File: src/hdl/sorted_value_table_core_macros.svh
// Assertion macros for the sorted value table core.
// Used by sorted_value_table_core; expects clk and arst_n in scope.
`ifndef SORTED_VALUE_TABLE_CORE_MACROS_SVH
`define SORTED_VALUE_TABLE_CORE_MACROS_SVH

// same-cycle implication
`define SVT_ASSERT_NOW(lbl, ante, cons, msg) \
	lbl: assert property (@(posedge clk) disable iff (!arst_n) (ante) |-> (cons)) \
		else $error(msg);

// next-cycle implication
`define SVT_ASSERT_NEXT(lbl, ante, cons, msg) \
	lbl: assert property (@(posedge clk) disable iff (!arst_n) (ante) |=> (cons)) \
		else $error(msg);

`endif

File: src/hdl/svt_pkg.sv
// Package for the sorted value table core: sizes, command codes, sequencer states.
// No dependencies.
`default_nettype none

package svt_pkg;

	localparam int CAPACITY   = 64;
	localparam int VALUE_BITS = 32;
	localparam int IDX_W      = $clog2(CAPACITY);
	localparam int CNT_W      = $clog2(CAPACITY + 1);
	localparam int CMD_W      = 2;

	localparam logic [CMD_W-1:0] CMD_INSERT = 2'd0;
	localparam logic [CMD_W-1:0] CMD_REMOVE = 2'd1;
	localparam logic [CMD_W-1:0] CMD_SEARCH = 2'd2;

	typedef enum logic [1:0] {
		ST_IDLE,
		ST_RUN,
		ST_FILL,
		ST_DONE
	} seq_state_t;

endpackage

`default_nettype wire

File: src/hdl/sorted_value_table_core.sv
// Sorted value table: an ordered multiset of signed values held in one table memory.
// Channels: a command transaction (start, command, value) is taken when start is high
// and busy is low; busy stays high until its result has been shown.
// Result: accepted, found, position, removed_count, entry_count, valid for the single
// cycle in which done is high; the receiver cannot stall and must take it then.
// One result per command. Throughput is one command at a time, set by the single read
// port of the table memory, which is walked one entry per cycle:
//   search: entries are read from index 0 up to the first match, else up to the occupancy;
//   remove: every entry read, survivors written down;
//   insert: entries above the slot are moved up from the top, then the value is written;
//   an empty table is written directly; insert into a full table and command 3 skip the table.
// Reset clears the occupancy and the sequencer; table contents need no clearing since
// only positions below the occupancy are read.
// Depends on svt_pkg, svt_ram and sorted_value_table_core_macros.svh.
`default_nettype none
`include "sorted_value_table_core_macros.svh"

module sorted_value_table_core
	import svt_pkg::*;
(
	input  wire logic                         clk,
	input  wire logic                         arst_n,
	input  wire logic                         start,
	output logic                              busy,
	input  wire logic [CMD_W-1:0]             command,
	input  wire logic signed [VALUE_BITS-1:0] value,
	output logic                              done,
	output logic                              accepted,
	output logic                              found,
	output logic [IDX_W-1:0]                  position,
	output logic [CNT_W-1:0]                  removed_count,
	output logic [CNT_W-1:0]                  entry_count
);

	seq_state_t st_q, st_d;

	logic [CMD_W-1:0]      cmd_q;
	logic [VALUE_BITS-1:0] val_q;
	logic [CNT_W-1:0]      occ_q;
	logic [CNT_W-1:0]      rd_cnt_q;
	logic [CNT_W-1:0]      keep_q;
	logic [CNT_W-1:0]      removed_q;
	logic [IDX_W-1:0]      slot_q;
	logic [IDX_W-1:0]      pos_q;
	logic                  accepted_q;
	logic                  found_q;
	logic                  dv_s1;
	logic [IDX_W-1:0]      idx_s1;

	logic                  we;
	logic [IDX_W-1:0]      waddr;
	logic [VALUE_BITS-1:0] wdata;
	logic [IDX_W-1:0]      raddr;
	logic [VALUE_BITS-1:0] rdata;

	logic is_ins, is_rem, is_srch;
	logic more, issue, proc, drain, take;
	logic d_ge, d_eq;
	logic ins_stop, ins_last, srch_hit;
	logic full;

	svt_ram u_ram (
		.clk   (clk),
		.we    (we),
		.waddr (waddr),
		.wdata (wdata),
		.raddr (raddr),
		.rdata (rdata)
	);

	// decode
	always_comb begin
		is_ins   = (cmd_q == CMD_INSERT);
		is_rem   = (cmd_q == CMD_REMOVE);
		is_srch  = (cmd_q == CMD_SEARCH);
		full     = (occ_q == CNT_W'(CAPACITY));
		take     = start && (st_q == ST_IDLE);
		more     = is_ins ? (rd_cnt_q != '0) : (rd_cnt_q != occ_q);
		issue    = (st_q == ST_RUN) && more;
		raddr    = is_ins ? IDX_W'(rd_cnt_q - CNT_W'(1)) : rd_cnt_q[IDX_W-1:0];
		proc     = (st_q == ST_RUN) && dv_s1;
		drain    = (st_q == ST_RUN) && !more && !dv_s1;
		d_ge     = $signed(rdata) >= $signed(val_q);
		d_eq     = (rdata == val_q);
		ins_stop = proc && is_ins && !d_ge;
		ins_last = proc && is_ins && d_ge && (idx_s1 == '0);
		srch_hit = proc && is_srch && d_eq;
	end

	// next state
	always_comb begin
		st_d = st_q;
		unique case (st_q)
			ST_IDLE: begin
				if (start) begin
					if (command == CMD_INSERT) begin
						if (full) begin
							st_d = ST_DONE;
						end else if (occ_q == '0) begin
							st_d = ST_FILL;
						end else begin
							st_d = ST_RUN;
						end
					end else if (command == CMD_REMOVE || command == CMD_SEARCH) begin
						st_d = ST_RUN;
					end else begin
						st_d = ST_DONE;
					end
				end
			end
			ST_RUN: begin
				if (ins_stop || srch_hit || drain) begin
					st_d = ST_DONE;
				end else if (ins_last) begin
					st_d = ST_FILL;
				end
			end
			ST_FILL: st_d = ST_DONE;
			ST_DONE: st_d = ST_IDLE;
			default: st_d = ST_IDLE;
		endcase
	end

	// outputs and write port
	always_comb begin
		we    = 1'b0;
		waddr = idx_s1 + IDX_W'(1);
		wdata = rdata;
		unique case (st_q)
			ST_RUN: begin
				if (proc && is_ins) begin
					we    = 1'b1;
					waddr = idx_s1 + IDX_W'(1);
					wdata = d_ge ? rdata : val_q;
				end else if (proc && is_rem && !d_eq) begin
					we    = 1'b1;
					waddr = keep_q[IDX_W-1:0];
					wdata = rdata;
				end
			end
			ST_FILL: begin
				we    = 1'b1;
				waddr = slot_q;
				wdata = val_q;
			end
			default: begin
				we = 1'b0;
			end
		endcase
		busy          = (st_q != ST_IDLE);
		done          = (st_q == ST_DONE);
		accepted      = accepted_q;
		found         = found_q;
		position      = pos_q;
		removed_count = removed_q;
		entry_count   = occ_q;
	end

	always_ff @(posedge clk or negedge arst_n) begin
		if (!arst_n) begin
			st_q       <= ST_IDLE;
			occ_q      <= '0;
			dv_s1      <= 1'b0;
			accepted_q <= 1'b0;
			found_q    <= 1'b0;
		end else begin
			st_q  <= st_d;
			dv_s1 <= issue;
			if (take) begin
				accepted_q <= 1'b0;
				found_q    <= 1'b0;
			end
			if (ins_stop) begin
				accepted_q <= 1'b1;
				occ_q      <= occ_q + CNT_W'(1);
			end
			if (srch_hit) begin
				found_q <= 1'b1;
			end
			if (drain && is_rem) begin
				occ_q <= keep_q;
			end
			if (st_q == ST_FILL) begin
				accepted_q <= 1'b1;
				occ_q      <= occ_q + CNT_W'(1);
			end
		end
	end

	always_ff @(posedge clk) begin
		idx_s1 <= raddr;
		if (take) begin
			cmd_q     <= command;
			val_q     <= value;
			rd_cnt_q  <= (command == CMD_INSERT) ? occ_q : '0;
			keep_q    <= '0;
			removed_q <= '0;
			slot_q    <= '0;
			pos_q     <= '0;
		end else begin
			if (issue) begin
				rd_cnt_q <= is_ins ? rd_cnt_q - CNT_W'(1) : rd_cnt_q + CNT_W'(1);
			end
			if (ins_stop) begin
				slot_q <= idx_s1 + IDX_W'(1);
				pos_q  <= idx_s1 + IDX_W'(1);
			end
			if (proc && is_rem) begin
				if (d_eq) begin
					removed_q <= removed_q + CNT_W'(1);
				end else begin
					keep_q <= keep_q + CNT_W'(1);
				end
			end
			if (srch_hit) begin
				pos_q <= idx_s1;
			end
			if (st_q == ST_FILL) begin
				pos_q <= slot_q;
			end
		end
	end

	`SVT_ASSERT_NOW(a_occ_range, 1'b1, occ_q <= CNT_W'(CAPACITY), "occupancy above capacity")
	`SVT_ASSERT_NEXT(a_take_busy, take, busy, "transaction taken but not held busy")
	`SVT_ASSERT_NOW(a_ins_count, done && accepted, entry_count == $past(entry_count) + CNT_W'(1), "insert count mismatch")
	`SVT_ASSERT_NOW(a_rem_count, done && is_rem, entry_count + removed_count == $past(entry_count), "remove count mismatch")
	`SVT_ASSERT_NEXT(a_done_pulse, done, !done && !busy, "result shown for more than one cycle")

endmodule

`default_nettype wire

File: src/hdl/svt_ram.sv
// Table storage: one write port, one read port, registered read data.
// Depends on svt_pkg.
`default_nettype none

module svt_ram
	import svt_pkg::*;
(
	input  wire logic                  clk,
	input  wire logic                  we,
	input  wire logic [IDX_W-1:0]      waddr,
	input  wire logic [VALUE_BITS-1:0] wdata,
	input  wire logic [IDX_W-1:0]      raddr,
	output logic      [VALUE_BITS-1:0] rdata
);

	logic [VALUE_BITS-1:0] mem [CAPACITY];

	always_ff @(posedge clk) begin
		if (we) begin
			mem[waddr] <= wdata;
		end
	end

	always_ff @(posedge clk) begin
		rdata <= mem[raddr];
	end

endmodule

`default_nettype wire

File: config.mk
export PLATFORM = sky130hd
export DESIGN_NAME = sorted_value_table_core
export DESIGN_NICKNAME = d
export VERILOG_FILES = /design/src/hdl/svt_pkg.sv /design/src/hdl/sorted_value_table_core.sv /design/src/hdl/svt_ram.sv
export VERILOG_INCLUDE_DIRS = /design/src /design/src/hdl
export SDC_FILE = /design/constraint.sdc
export NUM_CORES = 2
export LEC_CHECK = 0
export ABC_CLOCK_PERIOD_IN_PS = 5100
export BUFFER_PORTS_ARGS = -buffer_cell sky130_fd_sc_hd__buf_2
export CAP_MARGIN = 20
export CORE_ASPECT_RATIO = 1.75
export CORE_MARGIN = 10
export CORE_UTILIZATION = 45
export DETAILED_ROUTE_END_ITERATION = 8
export GPL_TIMING_DRIVEN = 0
export PLACE_DENSITY_LB_ADDON = 0.15
export SLEW_MARGIN = 20
export SYNTH_ARGS = -nofsm -noshare
export SYNTH_HDL_FRONTEND = slang
export SYNTH_SLANG_ARGS = --single-unit
File: constraint.sdc
create_clock -name clk -period 5.1 [get_ports clk]
set_input_delay 1.02 -clock clk [delete_from_list [all_inputs] [get_ports clk]]
set_output_delay 1.02 -clock clk [all_outputs]
set_load 0.02 [all_outputs]
Word level (Yosys, flattened, before mapping)
Memory sizes are Yosys's and may differ from the RTL's. A register that Yosys moved wholly into a read port is not among the register bits.
Cells that the tools add are included.

storage, ports and cells
  flip-flop bits (word level) = 85
  bits in writable memories = 2,048
  word-level logic and storage cells = 105
  memories kept = 1

cells by class
  add/subtract/negate cells = 6
  magnitude comparators = 1
  eq/ne operators = 12
  muxes and demuxes = 35
  bitwise operators = 1
  reduce and logical (&&, ||, !) cells = 36

memories
  memory     depth  width  read ports  clocked after memory_dff  write ports  line           RTL
  u_ram.mem  64     32     1           1                         1            svt_ram.sv:16  logic [VALUE_BITS-1:0] mem [CAPACITY];

operators with widths
  kind                 number
  $mux 32              2
  $pmux 32 s2          1
  $mux 7               7
  $mux 6               6
  $eq 32x32->1         1
  $ge 32x32->1         1
  $add 7x1->7 const B  4
  $logic_and 1x1->1    14
  $mux 2               7
  $pmux 6 s2           1
  $mux 1               9
  $reduce_bool 3->1    3
  $eq 2x2->1 const B   4
  $pmux 2 s4           1
  $eq 7x7->1 const B   1
  $logic_not 7->1      1
  $ne 7x7->1           1
  $reduce_bool 7->1    1
  $sub 7x1->7 const B  1
  $add 6x1->6 const B  1
  $eq 2x1->1 const B   3
  $logic_not 2->1      3
  $logic_not 6->1      1
  $reduce_and 2->1     3
  7 further kinds      14

Logic depth before layout (Yosys ltp)
  depth in word-level cells = 9
  depth in mapped cells = 13

Modules after synthesis
Synthesis repeated with hierarchy kept, for this count alone.

second synthesis, totals
  cells, all modules = 3,873
  area total of the unflattened synthesis = 83,847.9 µm²

modules (own cells, without submodules)
  module                   instances  cells an instance  area an instance (µm²)
  svt_ram                  1          3,324              78,515.3
  sorted_value_table_core  1          549                5,332.6

Least setup slack after synthesis
Ideal clock, no wire load.

  path kind = flip-flop to flip-flop
  from = reg val_q[31]
  to = mem u_ram.mem[0][0], data pin
  library setup time = 0.567 ns
  arrival time = 4.261 ns
  data required time = 4.533 ns
  setup slack = 0.272 ns
  stages on the path, launching flop included = 13
  buffers on the path = 2
  cells stage by stage = edfxtp_1 -> inv_1 -> ha_1 -> nand4_2 -> nor3_1 -> a221oi_1 -> nor3b_1 -> or4_1 -> buf_2 -> a21oi_4 -> buf_2 -> a22oi_1 -> o221ai_1

between the ends
  cells in the longest elaborated chain, start to end = 4

ends and longest elaborated chain
  element                 line                            RTL
  from (decl)             sorted_value_table_core.sv:38   logic [VALUE_BITS-1:0] val_q;
  from (signal assigned)  sorted_value_table_core.sv:194  val_q <= value;
  $ge 32x32->1            sorted_value_table_core.sv:83   d_ge = $signed(rdata) >= $signed(val_q);
  $mux 32                 sorted_value_table_core.sv:134  wdata = d_ge ? rdata : val_q;
  $mux 32                 sorted_value_table_core.sv:131  if (proc && is_ins) begin
  $pmux 32 s2             sorted_value_table_core.sv:129  unique case (st_q)
  via u_ram.wdata[0]      svt_ram.sv:11                   input wire logic [VALUE_BITS-1:0] wdata,
  to (decl)               svt_ram.sv:16

The timed path passes the listed nets, and every way through them passes these cells.

Final worst setup path
  from = reg val_q[31]
  to = mem u_ram.mem[41][19], data pin

The elaborated chain is that of the path after synthesis.

==> flow_summary.ini <==
[cells_and_area]
stdcell_count = 7537
final_common_cell = edfxtp_1
nets = 5033
mostFrequentLayoutCells = edfxtp_1 (2089), nand2_1 (569), mux4_2 (512)
drive_gt1_share_pct = 28.1
area_growth_syn_to_layout_pct = 18.2

[global_routing]
gr-total-overflow = 0
grt_max_degree = 65
grt_pass1_vias = 45900
grt_pass1_wl_mm = 360
antenna_found_initial = 14
gr-usage-all-layers_pct = 24.9

[critical_path]
critPathMaxFanout = 40
arrival_ns = 5.67
critical_path.endpoint = u_ram.mem[41][19]
timing.rr.end = u_ram.mem[41][19]
ff2ff_path_depth = 13
critPathCaptureType = flip-flop
regToRegStartpoint = val_q[31]
cp-start-kind = flip-flop
reg2reg_slack_ns = 0.04
crit_start = val_q[31]
setup.worst_path.class = flip-flop to flip-flop
cp.required_ns = 5.71

[clock_network]
clk_pin_slew_worst_paths_ns = 0.06
cts_max_path_buffers = 4
clock_insertion_delay_worst_skew_ns = 0.86
cts-root-buf = clkbuf_16
numCtsBuffers = 192
h-tree-depth = 4
clkSinkCount = 2165
cts_tree = done
ctsHoldBuffers = 0

[route]
drtPass1Iterations = 5
vias_per_cell = 6.00
drc = 0
drt-total-wl_mm = 261
drtAntennaViolNets = 0
avgRoutedWirePerCell_um = 34.7
drtIter0Drc = 4552
vias = 45200

[timing]
final_max_slew_viol_count = 0
period_needed_ns = 5.06
finalCritPeriodShare_pct = 99.3
hold_slack_ns = 0.0664
hold_viol = 0
tightest_slew_ns = 1.19
setup_viol = 0
fmax_ghz = 0.198
fin_skew_ns = 0.0374
slew_headroom_pct = 20.8

[place]
dp.cells = 7030
gp_congestion = 1.01
hpwl_mm = 182
port_buffers = 60

[pwr]
p_leak_uw = 0.0327
peakVddDrop_v = 0.000647
powerDensity_nw_per_um2 = 733

[status]
outcome = finished, final reports clean

[floorplanning]
rows = 210
ioPinCount = 61
fp.dieH_um = 594
core_area_um2 = 187000
die_area_um2 = 207000
start_util_pct = 45.3
die_w_um = 348

[yosys]
seq_area_frac_synth_pct = 75.8
synth.net_count = 4485
yosysUniqueCellTypes = 68
synth_area_leader_cell = edfxtp_1
syn_area_um2 = 84800
syn_inst = 4400
synth.avg_cell_area_um2 = 19.3
synth-edff-count = 2089
synthTopCellsByArea = edfxtp_1 (74%), mux4_2 (14%), nand2_1 (2.5%), dfxtp_1 (1.5%), nand3_1 (1.2%)
synth_top_cell_area_share_pct = 73.9
ys_async_sr_fraction_pct = 0.554
ys.flop_type = edfxtp_1
yosysWarnings = 0
synth-seq-cells = 2165

[job]
cap_viol_max_count = 0

[min_path]
hp-class = input port to async pin
==> power by group <==
group          internal (µW)  switching, µW
registers              25700            464
clock network           7960           6420
logic                  10100          22800
==> per-layer routing <==
| layer | vias to the layer above | GRT usage (%) | routed length, µm |
|---|---|---|---|
| met5 | - | 0 | 0 |
| met4 | 0 | 17.5 | 22800 |
| met3 | 511 | 3.29 | 14900 |
| met2 | 1776 | 43.3 | 134000 |
| met1 | 24000 | 28.3 | 90100 |
| li1 | 18900 | - | - |
==> sequential cells by signal (all words and copies together), names as in the netlist, 2 cells and up <==
name	flops
position	6
rd_cnt_q	7
entry_count	7
u_ram.rdata	32
val_q	32
removed_count	7
keep_q	7
st_q	2
idx_s1	6
slot_q	6
u_ram.mem	2048
cmd_q	2
==> critical path, cell delays in order, from the launching register on <==
cell and delay, ns:
edfxtp_1 0.42, inv_1 0.07, ha_1 0.41, nand4_2 0.23, nor3_1 0.08, a221oi_1 0.25
nor3b_1 0.75, or4_1 0.20, buf_2 0.22, nand2_4 0.12, o21ai_1 0.69, buf_2 0.45
a22o_4 0.53, buf_12 0.28
==> timing repair <==
item                                     CTS  global route
endpoints found under the setup margin  1104           743
buffers inserted                          24           137
pin swaps                                 10            35
gates resized for setup                   46            21
cloned                                     0             0
==> logic make-up (layout without fill, tap and decap cells) <==
family          Yosys count  in the layout  share of synthesized area, %
xor+xnor                 34             34                         0.351
buf+inv                 313           1006                          1.57
other cells               0              6                             0
compound gates          301            301                          2.62
fa+ha+maj                48             48                         0.708
flops                  2165           2165                          75.8
simple gates           1021           1021                          5.29
mux                     518            518                          13.7
==> layout make-up <==
| type | instances | area, µm² |
|---|---|---|
| Fill cell | 14600 | 87100 |
| Sequential cell | 2165 | 64300 |
| Multi-Input combinational cell | 1922 | 20600 |
| Clock buffer | 236 | 5110 |
| Timing Repair Buffer | 354 | 4830 |
| Tap cell | 2438 | 3050 |
| Buffer | 256 | 1210 |
| Clock inverter | 103 | 938 |
| Inverter | 57 | 214 |
| Antenna cell | 6 | 15.0 |
==> synth_stat cells (4+ instances only) <==
cell type and number:
mux2i_1 5, a311oi_1 83, dfxtp_1 64, nand3_1 207
ha_1 48, a21oi_1 57, o21ai_0 27, buf_2 102
xnor2_1 19, nand4_1 19, and2_1 5, mux4_2 512
clkbuf_1 115, a21o_1 5, a31oi_1 36, nand2b_1 5
dfrtp_1 12, o31ai_1 9, and3_1 59, nor3_1 26
a211oi_1 6, or3_1 7, buf_1 34, or4_1 4
nand2_1 569, a22o_1 32, a221o_1 17, nor2_1 98
inv_1 54, xor2_1 15, edfxtp_1 2089
==> how the worst min path moves through the flow <==
| stage | endpoint | cells past startpoint |
|---|---|---|
| 6_report | found | 1 |
| 5_1_grt | found | 1 |
| 4_1_cts | found | 1 |
| 2_1_floorplan | slot_q[1] | 2 |
| 3_3_place_gp | found | 2 |
| 3_5_place_dp | accepted | 1 |
==> through the flow <==
stage | utilization, % | total power [µW] | cell area, µm² | setup TNS, ns | setup slack (ns)
after floorplan | - | 42100 | 84800 | 0 | 0.272
after global placement | 47.1 | 55900 | 88200 | -7584.34 | -5.59
after detailed placement | 49.2 | 59100 | 92200 | -141.49 | -1.13
after CTS | 52.7 | 73600 | 98800 | 0 | 0.00509
after global routing | 53.5 | 75700 | 100000 | -0.0111 | -0.00573
final | 53.5 | 73500 | 100000 | 0 | 0.0376
No activity file was read; power rests on OpenSTA's default activity.
